File: src/rtl/core/pgd_pkg.sv
// Shared types, constants and helper functions of the particle density grid.
// Used by pgd_ctrl, pgd_dp, pgd_store and the top level; depends on nothing.
package pgd_pkg;

	localparam int AXIS_CELLS_MAX = 32;
	localparam int COUNT_BITS     = 16;
	localparam int NUM_AXES       = 3;
	localparam int AXIS_BITS      = $clog2(AXIS_CELLS_MAX);
	localparam int SIZE_BITS      = $clog2(AXIS_CELLS_MAX + 1);
	localparam int ADDR_BITS      = NUM_AXES * AXIS_BITS;
	localparam int STORE_DEPTH    = AXIS_CELLS_MAX * AXIS_CELLS_MAX * AXIS_CELLS_MAX;

	localparam int POS_BITS       = 32;
	localparam int SCALE_BITS     = 32;
	localparam int PROD_BITS      = POS_BITS + SCALE_BITS;
	localparam int WHOLE_BITS     = PROD_BITS - 32;
	localparam int CELL_BITS      = 5;
	localparam int OUT_COUNT_BITS = 16;
	localparam int CFG_SIZE_BITS  = 6;
	localparam int CFG_DATA_BITS  = 32;
	localparam int CFG_INDEX_BITS = 3;

	localparam logic [CFG_SIZE_BITS-1:0]  SIZE_RESET     = CFG_SIZE_BITS'(32);
	localparam logic [SCALE_BITS-1:0]     SCALE_RESET    = SCALE_BITS'(32'h0001_0000);
	localparam logic [COUNT_BITS-1:0]     COUNT_MAX      = '1;
	localparam logic [OUT_COUNT_BITS-1:0] OUT_COUNT_MAX  = '1;
	localparam logic [1:0]                NB_LAST        = 2'd2;
	localparam logic [1:0]                MUL_LAST       = 2'd3;

	typedef logic [AXIS_BITS-1:0] pgd_cell_t;
	typedef logic [ADDR_BITS-1:0] pgd_addr_t;

	typedef enum logic [CFG_INDEX_BITS-1:0] {
		REG_GRID_SIZE_X = 3'd0,
		REG_GRID_SIZE_Y = 3'd1,
		REG_GRID_SIZE_Z = 3'd2,
		REG_SCALE_X     = 3'd3,
		REG_SCALE_Y     = 3'd4,
		REG_SCALE_Z     = 3'd5
	} pgd_reg_t;

	typedef enum logic [1:0] {
		REQ_CLEAR   = 2'd0,
		REQ_DEPOSIT = 2'd1,
		REQ_READ    = 2'd2
	} pgd_req_t;

	typedef enum logic [2:0] {
		ST_CLEAR,
		ST_IDLE,
		ST_MUL,
		ST_CHECK,
		ST_DEP,
		ST_DRAIN,
		ST_READ,
		ST_DONE
	} pgd_state_t;

	typedef struct packed {
		logic      take;
		logic      mul_en;
		logic [1:0] mul_axis;
		logic      eval_en;
		logic [1:0] eval_axis;
		logic      clr_we;
		pgd_addr_t clr_addr;
		logic      nb_issue;
		logic [1:0] ox;
		logic [1:0] oy;
		logic [1:0] oz;
		logic      rd_issue;
		logic      finish;
	} pgd_cmd_t;

	typedef struct packed {
		logic drop;
		logic out_full;
	} pgd_status_t;

	typedef struct packed {
		logic      re;
		logic      inc;
		pgd_addr_t addr;
		logic      clr_we;
		pgd_addr_t clr_addr;
	} pgd_store_req_t;

	typedef struct packed {
		logic [COUNT_BITS-1:0] value;
		logic                  sat_hit;
	} pgd_store_rsp_t;

	// A size register of zero acts as one, a value above the store size acts as the store size.
	function automatic logic [SIZE_BITS-1:0] used_size(input logic [CFG_SIZE_BITS-1:0] r);
		logic [SIZE_BITS-1:0] s;
		priority if (r == '0) s = SIZE_BITS'(1);
		else if (int'(r) > AXIS_CELLS_MAX) s = SIZE_BITS'(AXIS_CELLS_MAX);
		else s = SIZE_BITS'(r);
		return s;
	endfunction

	function automatic logic [OUT_COUNT_BITS-1:0] count_to_out(input logic [COUNT_BITS-1:0] v);
		logic [OUT_COUNT_BITS-1:0] o;
		if (COUNT_BITS > OUT_COUNT_BITS && v > COUNT_BITS'(OUT_COUNT_MAX)) o = OUT_COUNT_MAX;
		else o = OUT_COUNT_BITS'(v);
		return o;
	endfunction

endpackage

File: src/rtl/core/pgd_dp.sv
// Datapath: configuration registers, request capture, the shared position
// multiplier, neighbor index tables and the result register. Uses pgd_pkg.
module pgd_dp (
	input  logic                                clk,
	input  logic                                arst_n,
	input  logic                                cfg_we,
	input  logic [pgd_pkg::CFG_INDEX_BITS-1:0]  cfg_index,
	input  logic [pgd_pkg::CFG_DATA_BITS-1:0]   cfg_data,
	input  logic [1:0]                          req_type,
	input  logic [pgd_pkg::POS_BITS-1:0]        pos_x,
	input  logic [pgd_pkg::POS_BITS-1:0]        pos_y,
	input  logic [pgd_pkg::POS_BITS-1:0]        pos_z,
	input  logic [pgd_pkg::CELL_BITS-1:0]       cell_i,
	input  logic [pgd_pkg::CELL_BITS-1:0]       cell_j,
	input  logic [pgd_pkg::CELL_BITS-1:0]       cell_k,
	input  pgd_pkg::pgd_cmd_t                   cmd,
	output pgd_pkg::pgd_status_t                status,
	output pgd_pkg::pgd_store_req_t             st_req,
	input  pgd_pkg::pgd_store_rsp_t             st_rsp,
	output logic                                out_valid,
	input  logic                                out_ready,
	output logic [pgd_pkg::OUT_COUNT_BITS-1:0]  cell_count,
	output logic                                dropped,
	output logic                                saturated
);
	import pgd_pkg::*;

	logic [CFG_SIZE_BITS-1:0]  size_q  [NUM_AXES];
	logic [SCALE_BITS-1:0]     scale_q [NUM_AXES];
	logic [1:0]                req_q;
	logic [POS_BITS-1:0]       pos_q   [NUM_AXES];
	pgd_cell_t                 rcell_q [NUM_AXES];
	logic                      read_ok_q;
	logic [PROD_BITS-1:0]      prod_s1;
	pgd_cell_t                 nb_q    [NUM_AXES][3];
	logic                      drop_q;
	logic                      sat_q;
	logic                      out_valid_q;
	logic [OUT_COUNT_BITS-1:0] cell_count_q;
	logic                      dropped_q;
	logic                      saturated_q;

	logic [SIZE_BITS-1:0]  size_e;
	logic [SIZE_BITS-1:0]  sm1_e;
	logic [WHOLE_BITS-1:0] whole_e;
	logic                  eq_e;
	logic                  gt_e;
	pgd_cell_t             cell_e;
	pgd_cell_t             lo_e;
	pgd_cell_t             hi_e;

	always_ff @(posedge clk or negedge arst_n) begin
		if (!arst_n) begin
			for (int a = 0; a < NUM_AXES; a++) begin
				size_q[a]  <= SIZE_RESET;
				scale_q[a] <= SCALE_RESET;
			end
		end else if (cfg_we) begin
			unique case (cfg_index)
				REG_GRID_SIZE_X: size_q[0]  <= cfg_data[CFG_SIZE_BITS-1:0];
				REG_GRID_SIZE_Y: size_q[1]  <= cfg_data[CFG_SIZE_BITS-1:0];
				REG_GRID_SIZE_Z: size_q[2]  <= cfg_data[CFG_SIZE_BITS-1:0];
				REG_SCALE_X:     scale_q[0] <= cfg_data[SCALE_BITS-1:0];
				REG_SCALE_Y:     scale_q[1] <= cfg_data[SCALE_BITS-1:0];
				REG_SCALE_Z:     scale_q[2] <= cfg_data[SCALE_BITS-1:0];
				default: ;
			endcase
		end
	end

	// Integer part of the Q32.32 product, checked against the size in use.
	always_comb begin
		size_e  = used_size(size_q[cmd.eval_axis]);
		sm1_e   = size_e - SIZE_BITS'(1);
		whole_e = prod_s1[PROD_BITS-1 -: WHOLE_BITS];
		eq_e    = (whole_e == WHOLE_BITS'(size_e));
		gt_e    = (whole_e > WHOLE_BITS'(size_e));
		cell_e  = eq_e ? '0 : whole_e[AXIS_BITS-1:0];
		lo_e    = (cell_e == '0) ? AXIS_BITS'(sm1_e) : cell_e - AXIS_BITS'(1);
		hi_e    = (SIZE_BITS'(cell_e) == sm1_e) ? '0 : cell_e + AXIS_BITS'(1);
	end

	always_ff @(posedge clk) begin
		if (cmd.take) begin
			req_q      <= req_type;
			pos_q[0]   <= pos_x;
			pos_q[1]   <= pos_y;
			pos_q[2]   <= pos_z;
			rcell_q[0] <= AXIS_BITS'(cell_i);
			rcell_q[1] <= AXIS_BITS'(cell_j);
			rcell_q[2] <= AXIS_BITS'(cell_k);
			read_ok_q  <= (int'(cell_i) < AXIS_CELLS_MAX) && (int'(cell_j) < AXIS_CELLS_MAX)
				&& (int'(cell_k) < AXIS_CELLS_MAX);
		end
		if (cmd.mul_en) begin
			prod_s1 <= PROD_BITS'(pos_q[cmd.mul_axis]) * PROD_BITS'(scale_q[cmd.mul_axis]);
		end
		if (cmd.eval_en) begin
			nb_q[cmd.eval_axis][0] <= lo_e;
			nb_q[cmd.eval_axis][1] <= cell_e;
			nb_q[cmd.eval_axis][2] <= hi_e;
		end
		if (cmd.finish) begin
			cell_count_q <= (req_q == REQ_READ && read_ok_q) ? count_to_out(st_rsp.value) : '0;
			dropped_q    <= (req_q == REQ_DEPOSIT) & drop_q;
			saturated_q  <= (req_q == REQ_DEPOSIT) & sat_q;
		end
	end

	always_ff @(posedge clk or negedge arst_n) begin
		if (!arst_n) begin
			drop_q      <= 1'b0;
			sat_q       <= 1'b0;
			out_valid_q <= 1'b0;
		end else begin
			if (cmd.take) begin
				drop_q <= 1'b0;
				sat_q  <= 1'b0;
			end else begin
				if (cmd.eval_en && gt_e) begin
					drop_q <= 1'b1;
				end
				if (st_rsp.sat_hit) begin
					sat_q <= 1'b1;
				end
			end
			if (cmd.finish) begin
				out_valid_q <= 1'b1;
			end else if (out_ready) begin
				out_valid_q <= 1'b0;
			end
		end
	end

	always_comb begin
		st_req.re       = cmd.nb_issue | cmd.rd_issue;
		st_req.inc      = cmd.nb_issue;
		st_req.addr     = cmd.nb_issue
			? {nb_q[2][cmd.oz], nb_q[1][cmd.oy], nb_q[0][cmd.ox]}
			: {rcell_q[2], rcell_q[1], rcell_q[0]};
		st_req.clr_we   = cmd.clr_we;
		st_req.clr_addr = cmd.clr_addr;
	end

	assign status.drop     = drop_q;
	assign status.out_full = out_valid_q & ~out_ready;

	assign out_valid  = out_valid_q;
	assign cell_count = cell_count_q;
	assign dropped    = dropped_q;
	assign saturated  = saturated_q;

endmodule

File: config.mk
export PLATFORM = sky130hd
export DESIGN_NAME = pgd_dp
export DESIGN_NICKNAME = d
export VERILOG_FILES = /design/src/rtl/core/pgd_pkg.sv /design/src/rtl/core/pgd_dp.sv
export SDC_FILE = /design/constraint.sdc
export NUM_CORES = 2
export LEC_CHECK = 0
export ABC_AREA = 1
export BUFFER_PORTS_ARGS = -buffer_cell sky130_fd_sc_hd__buf_2
export CAP_MARGIN = 10
export CORE_MARGIN = 2
export CORE_UTILIZATION = 65
export DETAILED_ROUTE_END_ITERATION = 6
export PLACE_DENSITY_LB_ADDON = 0.12
export SLEW_MARGIN = 20
export SYNTH_ARGS = -nofsm -noshare
export SYNTH_HDL_FRONTEND = slang
export SYNTH_SLANG_ARGS = --single-unit
File: constraint.sdc
create_clock -name clk -period 16.17 [get_ports clk]
set_input_delay 2.4255 -clock clk [delete_from_list [all_inputs] [get_ports clk]]
set_output_delay 2.4255 -clock clk [all_outputs]
set_load 0.02 [all_outputs]
==> flow_summary.yaml <==
worst_setup_path:
  cp.arrival_ns: 11.32
  worstSetupEndpointType: "flop"
  startpoint: "cmd[28]"
  crit_type: "in2reg"
  crit_end: "prod_s1[51]"
  reg2reg_depth: 25
  critical_path_required_ns: 16.48
  timing.rr.start: "scale_q[80]"
  cpMaxStageDelayCell: "fa_1"
  cpPeakStageDelay_ns: 0.59
  reg2reg_setup_slack_ns: 8.32
  reg2reg_to: "prod_s1[51]"
  crit_fanout: 37
  start_kind: "input pin"
  crit_top_cell: "fa_1"
sta:
  min_period_ns: 11.01
  tightest_slew_ns: 0.9036
  finalSetupTns_ns: 0
  final_max_slew_viol_count: 0
  max_clock_freq_mhz: 90.84
  final_hold_viol_count: 0
  rsz0062_at_grt: "false"
  fin_skew_ns: 0.02832
  fin_crit_sh: 0.6808
  timing.slew.headroom: 0.3976
  setup_viol: 0
cells_and_area:
  area_growth_pct: 6.679
  fillers: 5994
  drive_above_1_share: 0.07635
  nets: 7245
logic_synthesis:
  synth_top_cell_area_share: 0.3732
  synth.net_count: 7177
  ys_seq_area_frac: 0.1912
  synth_warnings: 0
  synth_cell_type_count: 48
  synthTopCellsByArea: "fa_1 37%, edfxtp_1 13%, inv_1 13%"
  async_flop_share: 0.3600
  synth-edff-count: 208
  avgSynthCellArea_um2: 8.261
  synth_ff_type: "edfxtp_1"
  yosysTopAreaCell: "fa_1"
  synth_cells: 5812
  ys_ff_latch: 325
  syn-cell-area_mm2: 0.04801
run:
  drv_cap: 0
place:
  hpwl_um: 101600
  port_buffers: 222
  routabilityCongestion: 0.9509
drt:
  drcViolationCount: 4
  viasPerCell: 5.504
  firstDrtPassIters: 7
  routed_wl_um: 138000
  ant_nets: 0
  num_vias: 37800
  drtIter0Drc: 3633
  wire_per_inst_um: 20.10
clock_tree:
  cts_hold_buf: 0
  cts_sinks: 325
  ctsRootBufferMaster: "clkbuf_16"
  cts_buffers: 35
  cts_resized: 0
  postCtsSetupBuffers: 0
  path_clk_slew_ns: 0.06
  cts.path.max_buffers: 3
  clock_latency_ns: 0.57
  cts_tree: "done"
  cts.htree.levels: 2
floorplan:
  start_util: 0.6570
  fp-row-count: 99
  die_h_um: 275.8
  coreArea_mm2: 0.07308
  die_w_um: 275.8
  pin_count: 255
  die_area_mm2: 0.07606
run_status:
  violations: "design-rule violations"
  status: "complete, but fails checks"
min_path:
  hp-class: "reg2reg"
global_route:
  overflow: 0
  grt_antenna_before_repair: 3
  grt_pass1_vias: 39740
  grt_pass1_wl_um: 218500
  grt_start_max_net_pins: 70
  track_usage: 0.3806
==> cell families after synthesis <==
family / share of synthesized area
compound gates: 0.05496
xor+xnor: 0.004743
fa+ha+maj: 0.4433
buf+inv: 0.1556
flops: 0.1912
simple gates: 0.1502
==> placed cells by master (no fill, tap or decap), types with 74 or more instances in the layout <==
master and count:
buf_2 220, inv_1 1660, ha_1 269, nand2_1 1478, o21ai_0 224, buf_4 74, dfrtp_1 111, a21oi_1 142
nor2_1 294, fa_1 895, edfxtp_1 208
==> area by class of cell <==
class,instances,area (um^2),area share
Antenna cell,2,5.005,0.00009771
Clock buffer,44,939.7,0.01834
Clock inverter,20,281.5,0.005496
Inverter,1669,6267,0.1224
Multi-Input combinational cell,3555,31690,0.6187
Sequential cell,325,9181,0.1792
Tap cell,959,1200,0.02343
Timing Repair Buffer,294,1657,0.03234
==> flip-flops by register name, summed over array words and instances (netlist names), 2 cells and up <==
| name | flops |
|---|---|
| req_q | 2 |
| rcell_q | 15 |
| nb_q | 45 |
| prod_s1 | 32 |
| scale_q | 96 |
| cell_count | 16 |
| size_q | 18 |
| pos_q | 96 |
==> per-stage QoR <==
step                      cells  hold slack (ns)  utilization  area [um^2]  setup slack (ns)
final                      6868           0.4797       0.7009        51220             5.162
after global routing       6868           0.5014       0.7009        51220             4.762
after CTS                  6866           0.4849       0.7005        51190             5.247
after detailed placement   6802           0.4696       0.6838        49970             4.744
after global placement     6802           0.4620       0.6838        49970             4.738
after floorplan            5812           0.4478            -        48010             6.767
==> per-layer routing <==
metal  up-vias  routed length (um)  global-route usage  share of wire
li1      16810                   -                   -              -
met1     18510               53290              0.5222           0.39
met2      2072               61470              0.5845           0.45
met3       408               16710             0.09883           0.12
met4         2                6545              0.1525          0.047
met5         -                  14                   0        0.00010
==> synthesized netlist by cell type, types with 4 or more instances <==
library cell,number
inv_2,7
dfrtp_1,111
a21o_1,5
dfstp_2,6
nand3_1,47
nor3_1,21
buf_4,19
o21bai_1,11
xnor2_1,8
clkbuf_1,124
nor2_2,4
buf_2,116
edfxtp_1,208
nand2_1,1480
a21boi_0,5
xor2_1,18
fa_1,895
buf_1,4
nor2_1,294
o21ai_1,37
o21a_1,12
a31oi_1,17
o21ai_0,224
a211oi_1,4
a21oi_1,172
inv_1,1661
ha_1,269
==> how the worst min path moves through the flow <==
stage / to / slack, ns / cells past startpoint / from
after floorplan: scale_q[66] / 0.45 / 2 / scale_q[66]
after global placement: scale_q[76] / 0.46 / 2 / scale_q[76]
after detailed placement: scale_q[95] / 0.47 / 2 / scale_q[95]
after CTS: scale_q[71] / 0.48 / 2 / scale_q[71]
after global routing: scale_q[66] / 0.50 / 2 / scale_q[66]
final: scale_q[94] / 0.48 / 2 / scale_q[94]
==> critical path: cells and delay by family <==
| kind | cells | cell delay [ns] |
|---|---|---|
| buffers and inverters | 8 | 2.22 |
| adders and majority gates | 9 | 4.38 |
| AOI/OAI and AO/OA | 7 | 1.62 |
| and+or+nand+nor | 6 | 0.60 |
Power is left out: the tool's default activity adds up to more than one toggle a clock period on the data nets, which glitch-free logic cannot reach.
