File: src/rtl/core/pgd_pkg.sv
// Shared types, constants and helper functions of the particle density grid.
// Used by pgd_ctrl, pgd_dp, pgd_store and the top level; depends on nothing.
package pgd_pkg;

	localparam int AXIS_CELLS_MAX = 32;
	localparam int COUNT_BITS     = 16;
	localparam int NUM_AXES       = 3;
	localparam int AXIS_BITS      = $clog2(AXIS_CELLS_MAX);
	localparam int SIZE_BITS      = $clog2(AXIS_CELLS_MAX + 1);
	localparam int ADDR_BITS      = NUM_AXES * AXIS_BITS;
	localparam int STORE_DEPTH    = AXIS_CELLS_MAX * AXIS_CELLS_MAX * AXIS_CELLS_MAX;

	localparam int POS_BITS       = 32;
	localparam int SCALE_BITS     = 32;
	localparam int PROD_BITS      = POS_BITS + SCALE_BITS;
	localparam int WHOLE_BITS     = PROD_BITS - 32;
	localparam int CELL_BITS      = 5;
	localparam int OUT_COUNT_BITS = 16;
	localparam int CFG_SIZE_BITS  = 6;
	localparam int CFG_DATA_BITS  = 32;
	localparam int CFG_INDEX_BITS = 3;

	localparam logic [CFG_SIZE_BITS-1:0]  SIZE_RESET     = CFG_SIZE_BITS'(32);
	localparam logic [SCALE_BITS-1:0]     SCALE_RESET    = SCALE_BITS'(32'h0001_0000);
	localparam logic [COUNT_BITS-1:0]     COUNT_MAX      = '1;
	localparam logic [OUT_COUNT_BITS-1:0] OUT_COUNT_MAX  = '1;
	localparam logic [1:0]                NB_LAST        = 2'd2;
	localparam logic [1:0]                MUL_LAST       = 2'd3;

	typedef logic [AXIS_BITS-1:0] pgd_cell_t;
	typedef logic [ADDR_BITS-1:0] pgd_addr_t;

	typedef enum logic [CFG_INDEX_BITS-1:0] {
		REG_GRID_SIZE_X = 3'd0,
		REG_GRID_SIZE_Y = 3'd1,
		REG_GRID_SIZE_Z = 3'd2,
		REG_SCALE_X     = 3'd3,
		REG_SCALE_Y     = 3'd4,
		REG_SCALE_Z     = 3'd5
	} pgd_reg_t;

	typedef enum logic [1:0] {
		REQ_CLEAR   = 2'd0,
		REQ_DEPOSIT = 2'd1,
		REQ_READ    = 2'd2
	} pgd_req_t;

	typedef enum logic [2:0] {
		ST_CLEAR,
		ST_IDLE,
		ST_MUL,
		ST_CHECK,
		ST_DEP,
		ST_DRAIN,
		ST_READ,
		ST_DONE
	} pgd_state_t;

	typedef struct packed {
		logic      take;
		logic      mul_en;
		logic [1:0] mul_axis;
		logic      eval_en;
		logic [1:0] eval_axis;
		logic      clr_we;
		pgd_addr_t clr_addr;
		logic      nb_issue;
		logic [1:0] ox;
		logic [1:0] oy;
		logic [1:0] oz;
		logic      rd_issue;
		logic      finish;
	} pgd_cmd_t;

	typedef struct packed {
		logic drop;
		logic out_full;
	} pgd_status_t;

	typedef struct packed {
		logic      re;
		logic      inc;
		pgd_addr_t addr;
		logic      clr_we;
		pgd_addr_t clr_addr;
	} pgd_store_req_t;

	typedef struct packed {
		logic [COUNT_BITS-1:0] value;
		logic                  sat_hit;
	} pgd_store_rsp_t;

	// A size register of zero acts as one, a value above the store size acts as the store size.
	function automatic logic [SIZE_BITS-1:0] used_size(input logic [CFG_SIZE_BITS-1:0] r);
		logic [SIZE_BITS-1:0] s;
		priority if (r == '0) s = SIZE_BITS'(1);
		else if (int'(r) > AXIS_CELLS_MAX) s = SIZE_BITS'(AXIS_CELLS_MAX);
		else s = SIZE_BITS'(r);
		return s;
	endfunction

	function automatic logic [OUT_COUNT_BITS-1:0] count_to_out(input logic [COUNT_BITS-1:0] v);
		logic [OUT_COUNT_BITS-1:0] o;
		if (COUNT_BITS > OUT_COUNT_BITS && v > COUNT_BITS'(OUT_COUNT_MAX)) o = OUT_COUNT_MAX;
		else o = OUT_COUNT_BITS'(v);
		return o;
	endfunction

endpackage

File: src/rtl/core/pgd_ctrl.sv
// Controller state machine: clearing sweep, multiply sequence, 27-cell
// neighbor walk, cell read and result hand-off. Uses pgd_pkg for states and commands.
module pgd_ctrl (
	input  logic                 clk,
	input  logic                 arst_n,
	input  logic                 in_valid,
	input  logic [1:0]           in_req,
	output logic                 in_ready,
	input  pgd_pkg::pgd_status_t status,
	output pgd_pkg::pgd_cmd_t    cmd
);
	import pgd_pkg::*;

	pgd_state_t state_q;
	pgd_state_t state_d;
	pgd_addr_t  clr_addr_q;
	logic       clr_reply_q;
	logic [1:0] mul_cnt_q;
	logic [1:0] ox_q;
	logic [1:0] oy_q;
	logic [1:0] oz_q;
	logic       nb_last;

	assign nb_last = (ox_q == NB_LAST) && (oy_q == NB_LAST) && (oz_q == NB_LAST);

	always_comb begin
		state_d = state_q;
		unique case (state_q)
			ST_CLEAR: begin
				if (&clr_addr_q) state_d = clr_reply_q ? ST_DONE : ST_IDLE;
			end
			ST_IDLE: begin
				if (in_valid) begin
					unique case (in_req)
						REQ_CLEAR:   state_d = ST_CLEAR;
						REQ_DEPOSIT: state_d = ST_MUL;
						REQ_READ:    state_d = ST_READ;
						default:     state_d = ST_DONE;
					endcase
				end
			end
			ST_MUL: begin
				if (mul_cnt_q == MUL_LAST) state_d = ST_CHECK;
			end
			ST_CHECK: state_d = status.drop ? ST_DONE : ST_DEP;
			ST_DEP: begin
				if (nb_last) state_d = ST_DRAIN;
			end
			ST_DRAIN: state_d = ST_DONE;
			ST_READ:  state_d = ST_DONE;
			ST_DONE: begin
				if (!status.out_full) state_d = ST_IDLE;
			end
			default: state_d = ST_IDLE;
		endcase
	end

	always_comb begin
		in_ready      = (state_q == ST_IDLE);
		cmd           = '0;
		cmd.clr_addr  = clr_addr_q;
		cmd.ox        = ox_q;
		cmd.oy        = oy_q;
		cmd.oz        = oz_q;
		cmd.mul_axis  = mul_cnt_q;
		cmd.eval_axis = mul_cnt_q - 2'd1;
		unique case (state_q)
			ST_CLEAR: cmd.clr_we = 1'b1;
			ST_IDLE:  cmd.take = in_valid;
			ST_MUL: begin
				// Multiply axis n while the product of axis n-1 is checked.
				cmd.mul_en  = (mul_cnt_q != MUL_LAST);
				cmd.eval_en = (mul_cnt_q != 2'd0);
			end
			ST_DEP:  cmd.nb_issue = 1'b1;
			ST_READ: cmd.rd_issue = 1'b1;
			ST_DONE: cmd.finish = ~status.out_full;
			default: ;
		endcase
	end

	always_ff @(posedge clk or negedge arst_n) begin
		if (!arst_n) begin
			state_q     <= ST_CLEAR;
			clr_addr_q  <= '0;
			clr_reply_q <= 1'b0;
			mul_cnt_q   <= '0;
			ox_q        <= '0;
			oy_q        <= '0;
			oz_q        <= '0;
		end else begin
			state_q <= state_d;
			if (state_q == ST_CLEAR) begin
				clr_addr_q <= clr_addr_q + ADDR_BITS'(1);
				if (&clr_addr_q) clr_reply_q <= 1'b0;
			end
			if (state_q == ST_IDLE && in_valid && in_req == REQ_CLEAR) begin
				clr_reply_q <= 1'b1;
			end
			if (state_q == ST_MUL) begin
				mul_cnt_q <= mul_cnt_q + 2'd1;
			end
			if (state_q == ST_DEP) begin
				if (oz_q == NB_LAST) begin
					oz_q <= '0;
					if (oy_q == NB_LAST) begin
						oy_q <= '0;
						ox_q <= (ox_q == NB_LAST) ? 2'd0 : ox_q + 2'd1;
					end else begin
						oy_q <= oy_q + 2'd1;
					end
				end else begin
					oz_q <= oz_q + 2'd1;
				end
			end
		end
	end

endmodule

File: config.mk
export PLATFORM = sky130hd
export DESIGN_NAME = pgd_ctrl
export DESIGN_NICKNAME = d
export VERILOG_FILES = /design/src/rtl/core/pgd_pkg.sv /design/src/rtl/core/pgd_ctrl.sv
export SDC_FILE = /design/constraint.sdc
export NUM_CORES = 1
export LEC_CHECK = 0
export ABC_AREA = 1
export ABC_CLOCK_PERIOD_IN_PS = 3100
export BUFFER_PORTS_ARGS = -buffer_cell sky130_fd_sc_hd__buf_2
export CORE_MARGIN = 4
export CORE_UTILIZATION = 55
export DETAILED_ROUTE_END_ITERATION = 6
export PLACE_DENSITY = 0.9
export SYNTH_ARGS = -nofsm -noshare
export SYNTH_HDL_FRONTEND = slang
export SYNTH_SLANG_ARGS = --single-unit
File: constraint.sdc
create_clock -name clk -period 3.1 [get_ports clk]
set_input_delay 0.62 -clock clk [delete_from_list [all_inputs] [get_ports clk]]
set_output_delay 0.62 -clock clk [all_outputs]
set_load 0.02 [all_outputs]
==> out/summary.txt, run 1 <==
status: finished clean
die area: 3650 µm²
per-cell routed wire length: 11.5 µm
worst-path cell chain: nor2_1 > nand2_1 > nor2_1 > buf_2
worst-path fanout max: 6
Post-layout nets: 246
share of layout cells above drive strength 1: 23.8%
Placed Cells: 261
area of the core: 2540 µm²
final count of hold timing violations: 0
max-cap violation count: 0
Max VDD drop: 0.000742 V
I/O Buffers: 39
area of the multi-input gates: 709 µm²
worst slew pin tran: 591 ps
Final Slew Violations: 0
clock latency on the worst-skew pair: 320 ps
Yosys cell types: 24
top post-synthesis cells by area: dfrtp_1 (45%), nand2_1 (12%), nand3_1 (7.6%), inv_1 (7.0%), xor2_1 (5.2%)
power per cell area: 805 nW/µm²
commonest non-fill, non-tap cell in the layout: nand2_1
CTS tree: done
area grow syn2layout: 17.1%
Routed WL: 3040 µm
static leakage: 1.05 nW
# IOs: 40
Worst slew margin: 60.6%
post-synth top area share: 44.7%
Syn Area/Cell: 7.87 µm²
largest net degree at the start of global routing: 28
post-CTS setup buffers: 0
TritonCTS Buffers: 3
hold crit path type: input pin to asynchronous set/reset pin
Req. time, crit path: 2480 ps
DRT Pass-1 Iters: 5
Worst Path Class, Setup: register to output port
vias in the first global route: 1236
commonest cells after routing, fill and taps aside: nand2_1 (48), buf_2 (39), inv_1 (28), dfrtp_1 (27), nand3_1 (23)
num rows: 18
syn nets: 202
via count: 1339
Yosys Warn Count: 0
Non-Filler Cell Area, Final: 1770 µm²
DRC viols: 0
first-pass GRT wire length: 5310 µm
placer congestion estimate: 0.845
Post-Layout Cell Count: 265
crit path launch type: register
ANT nets after route: 0
placed inst area: 1740 µm²
unrepaired setup endpoints after global routing: false
Worst path slowest cell: dfrtp_1
final setup violating endpoints: 0
Worst Clk Skew: 6.50 ps
Die Y: 60.4 µm
fin crit period: 2110 ps
Layout fillers: 241
CP dominant cell by count: nor2_1
initial antenna violation count: 0
antenna fix cells: 0
hold-fix buffers at CTS: 0
initial DRC count: 58
CTS max path bufs: 2
#FFs+latches synth: 27
vias per inst: 5.05
Final period util: 67.9%
CTS resizes: 0
crit end category: output port
GR Overflow Total: 0
width of the die: 60.4 µm
leading area contributor after synthesis: dfrtp_1
crit path buf inv count: 1
Mapped Cells: 192
crit-path max cell delay: 500 ps
sequential share of the synthesized area: 44.7%
Layout Utilization: 69.6%
gr usage total: 19.5%
fmax: 475 MHz
Largest delay share family, worst path: flip-flops
crit path DAT: 1490 ps
root buffer cell: clkbuf_4
H-tree depth: 1
setup_tns: 0 ps
clk sink count: 27
initial cell density of the core: 59.4%
detailed placement HPWL: 2420 µm
clock slew seen by the registers of the worst setup and hold paths: 140 ps
sequential standard cell area: 676 µm²
Synth Cell Area: 1510 µm²
==> cell families (layout without fill, tap and decap cells) <==
group	count (synthesis)	count (layout)	share of synthesized area (%)
AOI/OAI and AO/OA	11	11	3.81
xor gates and xnor gates	13	13	7.53
adders and majority gates	3	3	2.48
buffers and inverters	33	76	8.36
DFF	27	27	44.7
and+or+nand+nor	105	105	33.1
==> stage by stage <==
step           power (mW)  hold slack (ps)  setup slack, ps
3_3_place_gp         1.26              462             1430
2_1_floorplan        1.07              324             1320
6_report             1.43              274              994
4_1_cts              1.44              291             1010
5_1_grt              1.55              298              846
3_5_place_dp         1.28              466             1400
==> layer usage <==
layer	global-route usage, %	up-vias	part of all wire, %
met1	24.1	614	41
met4	8.05	0	1.6
met3	3.62	5	7.3
met2	33.3	39	50
li1	-	681	-
met5	0	-	0
==> registers in the layout, summed over array words and instances (netlist names) <==
| register | count |
|---|---|
| oy_q | 2 |
| state_q | 3 |
| oz_q | 2 |
| ox_q | 2 |
| clr_reply_q | 1 |
| mul_cnt_q | 2 |
| clr_addr_q | 15 |
==> path summary, 6_finish.rpt <==
path / from / end / slack [ps] / depth (start not counted)
min reg2reg: clr_reply_q / clr_reply_q / 510 / 2
max in group asynchronous: arst_n / oy_q[0] / 2440 / 1
max: state_q[2] / cmd[31] / 990 / 4
max reg2reg: state_q[2] / clr_addr_q[13] / 1630 / 8
min: arst_n / clr_addr_q[9] / 270 / 1
min in group clk: clr_reply_q / clr_reply_q / 510 / 2
==> power by group <==
part / leakage [nW] / internal [mW] / switching, mW / total, mW
clock network: 0.0150 / 0.0504 / 0.101 / 0.152
registers: 0.351 / 0.436 / 0.0949 / 0.531
logic: 0.682 / 0.242 / 0.501 / 0.743
==> area by class of cell <==
class                      count  share of cell area [%]
timing repair buffer          39                    11.0
inverter                      33                    7.14
sequential                    27                    38.2
clock buffer                   4                    1.48
tap                           30                    2.12
multi-input combinational    132                    40.1
==> cells in the mapped netlist, drive strengths merged <==
library cell  instances
nand2                51
inv                  32
dfrtp                27
nand3                24
nor2                 24
xor2                  9
o21ai                 8
xnor2                 4
ha                    3
nor3                  3
a21oi                 2
nand4                 2
clkinv                1
o211ai                1
or2                   1
==> worst register-to-register path, delay by kind of cell, from the launching register on <==
family / cells / cell delay [ps]
flops: 1 / 500
buf+inv: 2 / 200
simple gates: 6 / 690
(Power assumes the default switching activity.)
==> inputs of run 2 (changes only) <==
--- a/config.mk
+++ b/config.mk
@@ -6,12 +6,12 @@
 export NUM_CORES = 1
 export LEC_CHECK = 0
 export ABC_AREA = 1
-export ABC_CLOCK_PERIOD_IN_PS = 3100
+export ABC_CLOCK_PERIOD_IN_PS = 1900
 export BUFFER_PORTS_ARGS = -buffer_cell sky130_fd_sc_hd__buf_2
 export CORE_MARGIN = 4
-export CORE_UTILIZATION = 55
+export CORE_UTILIZATION = 47
 export DETAILED_ROUTE_END_ITERATION = 6
-export PLACE_DENSITY = 0.9
+export PLACE_DENSITY = 0.82
 export SYNTH_ARGS = -nofsm -noshare
 export SYNTH_HDL_FRONTEND = slang
 export SYNTH_SLANG_ARGS = --single-unit
==> constraint.sdc (replaced) <==
create_clock -name clk -period 1.9 [get_ports clk]
set_input_delay 0.38 -clock clk [delete_from_list [all_inputs] [get_ports clk]]
set_output_delay 0.38 -clock clk [all_outputs]
set_load 0.02 [all_outputs]
==> run 2 against run 1 <==
Net effect:
- critical path depth unchanged
- combinational power up 66%
- design area grew 2.3%
- clock-buffer cell count is 1 lower
- final cell count up 5.7%
- critical path type unchanged
- register-to-register slack worse by 1200 ps
- sequential power grew 65%
- critical endpoint is now cmd[24]
- setup slack got worse by 890 ps
- total power grew 65%
- routed wire length decreased by 1.2%
==> out/summary.txt, run 2 (same netlist as run 1, synthesis figures left out) <==
status: finished clean
crit end category: output port
power per cell area: 1300 nW/µm² (+62%)
clock slew seen by the registers of the worst setup and hold paths: 150 ps (about the same)
commonest non-fill, non-tap cell in the layout: nand2_1
width of the die: 64.7 µm (+7.1%)
DRC viols: 0 (unchanged)
Top reg by flops: clr_addr_q
initial cell density of the core: 49.5% (-9.9 points)
area of the core: 3050 µm² (+20%)
initial DRC count: 39 (-33%)
num rows: 20 (+2)
Largest regs: clr_addr_q x15, state_q x3
Int Power: 1.21 mW (+66%)
area grow syn2layout: 19.8%
Req. time, crit path: 1520 ps (-960 ps)
hold slack final: 29.1 ps (-245 ps)
Worst Clk Skew: 7.09 ps (+0.592 ps)
ANT nets after route: 0 (unchanged)
clock share of power: 10.6% (about the same)
placer congestion estimate: 0.795 (-5.9%)
vias in the first global route: 1256 (+1.6%)
Flop pwr share: 37.1% (about the same)
Final Slew Violations: 0 (unchanged)
detailed placement HPWL: 2340 µm (-3.3%)
hold-fix buffers at CTS: 0 (unchanged)
crit path launch type: register
gr usage total: 15.2% (-4.2 points)
Switching Power: 1.15 mW (+65%)
# IOs: 40 (unchanged)
Worst slew margin: 61.0% (+0.42 points)
root buffer cell: clkbuf_4
CTS tree: done
largest net degree at the start of global routing: 28 (unchanged)
DRT Pass-1 Iters: 4 (-1)
via count: 1331 (-0.60%)
setup_tns: 0 ps (unchanged)
Gate power share: 52.4% (+0.3 points)
share of layout cells above drive strength 1: 25.8% (+2.0 points)
CTS max path bufs: 2 (unchanged)
final setup violating endpoints: 0 (unchanged)
Routed WL: 3010 µm (-1.2%)
worst-path fanout max: 7 (+1)
Layout fillers: 289 (+20%)
clock latency on the worst-skew pair: 320 ps (about the same)
Worst Path Class, Setup: register to output port
H-tree depth: 1 (unchanged)
Max VDD drop: 0.000884 V (+19%)
Final period util: 94.3%
first-pass GRT wire length: 5120 µm (-3.7%)
unrepaired setup endpoints after global routing: false
Net Sw Frac: 48.8% (-0.13 points)
Die Y: 64.7 µm (+7.1%)
Post-Layout Cell Count: 280 (+5.7%)
Largest register FFs: 15 (unchanged)
Post-layout nets: 247 (+0.41%)
die area: 4190 µm² (+15%)
Placed Cells: 275 (+5.4%)
initial antenna violation count: 0 (unchanged)
hold crit path type: input pin to asynchronous set/reset pin
antenna fix cells: 0 (unchanged)
fin crit period: 1790 ps
commonest cells after routing, fill and taps aside: nand2_1 (48), buf_2 (37), inv_1 (28), dfrtp_1 (26), nand3_1 (23)
TritonCTS Buffers: 3 (unchanged)
clk sink count: 27 (unchanged)
final count of hold timing violations: 0 (unchanged)
static leakage: 1.05 nW (+0.64%)
per-cell routed wire length: 10.7 µm (-6.5%)
fmax: 558 MHz
vias per inst: 4.75 (-5.9%)
worst slew pin tran: 585 ps (-6.34 ps)
max-cap violation count: 0 (unchanged)
I/O Buffers: 39 (unchanged)
GR Overflow Total: 0 (unchanged)
crit path DAT: 1410 ps (-80 ps)
[run 2: cell count changes in the layout (fill, tap and decap cells not counted), sizes merged]
| cell | previous run | this run |
|---|---|---|
| buf | 39 | 40 |
| clkbuf | 4 | 3 |
| clkinv | 1 | 2 |
[run 2: per-layer routing]
metal | global-route usage, % | share of wire [%] | wire, µm | up-vias
met1 | 17.8 | 45 | 1340 | 614
met3 | 4.85 | 6.2 | 185 | 4
met2 | 26.8 | 48 | 1450 | 32
li1 | - | - | - | 681
met4 | 3.96 | 1.1 | 33 | 0
met5 | 0 | 0 | 0 | -
[run 2: timing repair]
| item | 4_1_cts | 5_1_grt |
|---|---|---|
| endpoints found under the setup margin | 0 | 3 |
| resized for setup | 0 | 6 |
| setup buffers | 0 | 1 |
[run 2: critical path, cell delays in order, from the launching register on]
cell and delay [ps]:
dfrtp_1 460, inv_2 130, nand2_2 130, nor2_4 210, buf_4 170
[run 2: layout make-up]
type | count | area [µm²] | share of cell area [%]
multi-input cells | 132 | 714 | 39.5
flip-flops and latches | 27 | 677 | 37.4
repair buffers | 40 | 208 | 11.5
inverters | 33 | 129 | 7.12
well taps | 44 | 55.1 | 3.04
clock buffers | 3 | 22.5 | 1.24
clock inverters | 1 | 5.00 | 0.276
[run 2: path summary, 6_finish.rpt]
kind	slack, ps	cells after the start	end	startpoint
max reg2reg	480	8	clr_addr_q[13]	state_q[2]
min in group clk	310	4	clr_reply_q	in_req[0]
min reg2reg	500	2	clr_reply_q	clr_reply_q
max	110	4	cmd[24]	state_q[0]
max in group asynchronous	1450	1	state_q[2]	arst_n
min	30	1	clr_addr_q[4]	arst_n
[run 2: power groups by stage]
stage               registers (mW)  clock network, mW  logic (mW)
global placement             0.870                  0        1.18
finish                       0.874              0.249        1.23
CTS                          0.863              0.261        1.22
detailed placement           0.874                  0        1.21
global route                 0.894              0.286        1.37
floorplan                    0.979                  0       0.764
[run 2: per-stage QoR]
| stage | power [mW] | utilization [%] | instance area, µm² | setup slack [ps] |
|---|---|---|---|---|
| 6_report | 2.36 | 59.3 | 1810 | 108 |
| 5_1_grt | 2.55 | 59.3 | 1810 | 1.89 |
| 4_1_cts | 2.34 | 58.6 | 1790 | 58.4 |
| 3_5_place_dp | 2.09 | 57.7 | 1760 | 439 |
| 3_3_place_gp | 2.05 | 57.7 | 1760 | 465 |
| 2_1_floorplan | 1.74 | - | 1510 | 355 |
==> inputs of run 3 (changes only) <==
--- a/config.mk
+++ b/config.mk
@@ -8,7 +8,6 @@
 export ABC_AREA = 1
 export ABC_CLOCK_PERIOD_IN_PS = 1900
 export BUFFER_PORTS_ARGS = -buffer_cell sky130_fd_sc_hd__buf_2
-export CORE_MARGIN = 4
 export CORE_UTILIZATION = 47
 export DETAILED_ROUTE_END_ITERATION = 6
 export PLACE_DENSITY = 0.82
==> run 3 against run 2 <==
Net effect:
- highest routed layer unchanged
- largest cell class unchanged
- total power is essentially flat
- critical path type unchanged
- combinational power is essentially flat
- non-clock buffer count grew 1
- largest power group unchanged
- hold slack lost 0.71 ps
- sequential share of layout area grew 0.078 points
- clock skew shrank 2.9 ps
- utilization shrank 0.12 points
- critical path depth grew 1
- first-iteration DRC count grew 49%
- sequential power shrank 2%
==> out/summary.txt, run 3 (same netlist as run 1, synthesis figures left out) <==
status: finished clean
CTS tree: done
share of layout cells above drive strength 1: 25.3% (-0.53 points)
clk sink count: 27 (unchanged)
final count of hold timing violations: 0 (unchanged)
sequential standard cell area: 677 µm² (unchanged)
Worst slew margin: 60.8% (-0.28 points)
initial DRC count: 58 (+49%)
hold crit path type: input pin to asynchronous set/reset pin
worst slew pin tran: 589 ps (+4.14 ps)
Max VDD drop: 0.000867 V (-1.9%)
H-tree depth: 1 (unchanged)
crit path DAT: 1420 ps (about the same)
detailed placement HPWL: 2250 µm (-4.1%)
Worst Path Class, Setup: register to output port
Worst Clk Skew: 4.19 ps (-2.89 ps)
area of the core: 3050 µm² (unchanged)
commonest cells after routing, fill and taps aside: nand2_1 (48), buf_2 (39), inv_1 (28), dfrtp_1 (26), nand3_1 (23)
worst-path fanout max: 4 (-3)
DRT Pass-1 Iters: 4 (unchanged)
# IOs: 40 (unchanged)
fin crit period: 1800 ps (+8.66 ps)
root buffer cell: clkbuf_4
vias per inst: 4.68 (-1.6%)
DRC viols: 0 (unchanged)
Layout Utilization: 59.2% (-0.12 points)
initial cell density of the core: 49.5% (unchanged)
initial antenna violation count: 0 (unchanged)
final setup violating endpoints: 0 (unchanged)
I/O Buffers: 39 (unchanged)
Req. time, crit path: 1520 ps (about the same)
clock slew seen by the registers of the worst setup and hold paths: 140 ps (about the same)
CTS max path bufs: 2 (unchanged)
gr usage total: 18.1% (+2.9 points)
unrepaired setup endpoints after global routing: false
area of the multi-input gates: 712 µm² (-0.35%)
num rows: 20 (unchanged)
static leakage: 1.06 nW (+0.17%)
Layout fillers: 288 (-0.35%)
placer congestion estimate: 0.789 (-0.84%)
per-cell routed wire length: 10.3 µm (-4.0%)
commonest non-fill, non-tap cell in the layout: nand2_1
via count: 1315 (-1.2%)
Top reg by flops: clr_addr_q
area grow syn2layout: 19.5%
hold-fix buffers at CTS: 0 (unchanged)
antenna fix cells: 0 (unchanged)
clock latency on the worst-skew pair: 330 ps (about the same)
vias in the first global route: 1158 (-7.8%)
Routed WL: 2900 µm (-3.6%)
crit end category: output port
Final Slew Violations: 0 (unchanged)
TritonCTS Buffers: 3 (unchanged)
Largest regs: clr_addr_q x15, state_q x3
max-cap violation count: 0 (unchanged)
Final period util: 94.7% (+0.46 points)
die area: 3450 µm² (-18%)
largest net degree at the start of global routing: 28 (unchanged)
setup_tns: 0 ps (unchanged)
power per cell area: 1300 nW/µm² (+0.13%)
Die Y: 58.7 µm (-9.3%)
ANT nets after route: 0 (unchanged)
Largest register FFs: 15 (unchanged)
first-pass GRT wire length: 4770 µm (-6.9%)
width of the die: 58.7 µm (-9.3%)
crit path launch type: register
Post-layout nets: 248 (+0.40%)
fmax: 555 MHz (-0.48%)
GR Overflow Total: 0 (unchanged)
## run 3: cell count changes in the layout (fill, tap and decap cells not counted), sizes merged
cell	before	now
buf	40	41
clkbuf	3	4
clkinv	2	1
## run 3: final cells by class
class,count,area share (%)
tap,44,3.05
timing repair buffer,41,11.6
multi-input combinational,132,39.4
clock buffer,4,1.45
sequential,27,37.5
inverter,33,6.99
## run 3: stage by stage
stage          hold WS, ps  setup slack, ps  std cells  total power, mW  instance area [µm²]
6_report              28.4             99.8        281             2.36                 1810
5_1_grt               68.5             17.8        281             2.53                 1810
4_1_cts               44.8             63.1        279             2.33                 1790
3_5_place_dp           418              447        275             2.08                 1760
3_3_place_gp           420              465        275             2.05                 1760
2_1_floorplan         84.4              355        192             1.74                 1510
## run 3: worst paths after layout
check / startpoint / end / cells past startpoint / slack, ps
setup / recovery: state_q[0] / cmd[27] / 5 / 100
setup reg to reg: state_q[2] / clr_addr_q[13] / 8 / 490
hold reg to reg: clr_reply_q / clr_reply_q / 2 / 500
min in group clk: in_req[0] / clr_reply_q / 4 / 310
max in group asynchronous: arst_n / state_q[2] / 1 / 1450
hold / removal: arst_n / clr_addr_q[7] / 1 / 30
## run 3: worst max-delay path, stage by stage (launching register included)
cell and delay (ps):
dfrtp_1 420, buf_4 150, nor2_1 130, nand2_1 130, nor2_1 100, buf_2 160
## run 3: what timing repair did
action / CTS / global route
setup endpoints to repair: 0 / 2
resized for setup: 0 / 2
buffers inserted: 0 / 2
## run 3: where the power goes
part           internal, mW  total (mW)  switching [mW]
combinational         0.419        1.24           0.826
clock                0.0824       0.251           0.168
sequential            0.714       0.860           0.146
## run 3: layer usage
| layer | up-vias | global-route usage, % | part of all wire (%) |
|---|---|---|---|
| met3 | 2 | 4.84 | 5.4 |
| li1 | 687 | - | - |
| met4 | 0 | 4.42 | 0.28 |
| met2 | 39 | 32.2 | 49 |
| met1 | 587 | 21.9 | 45 |
| met5 | - | 0 | 0 |
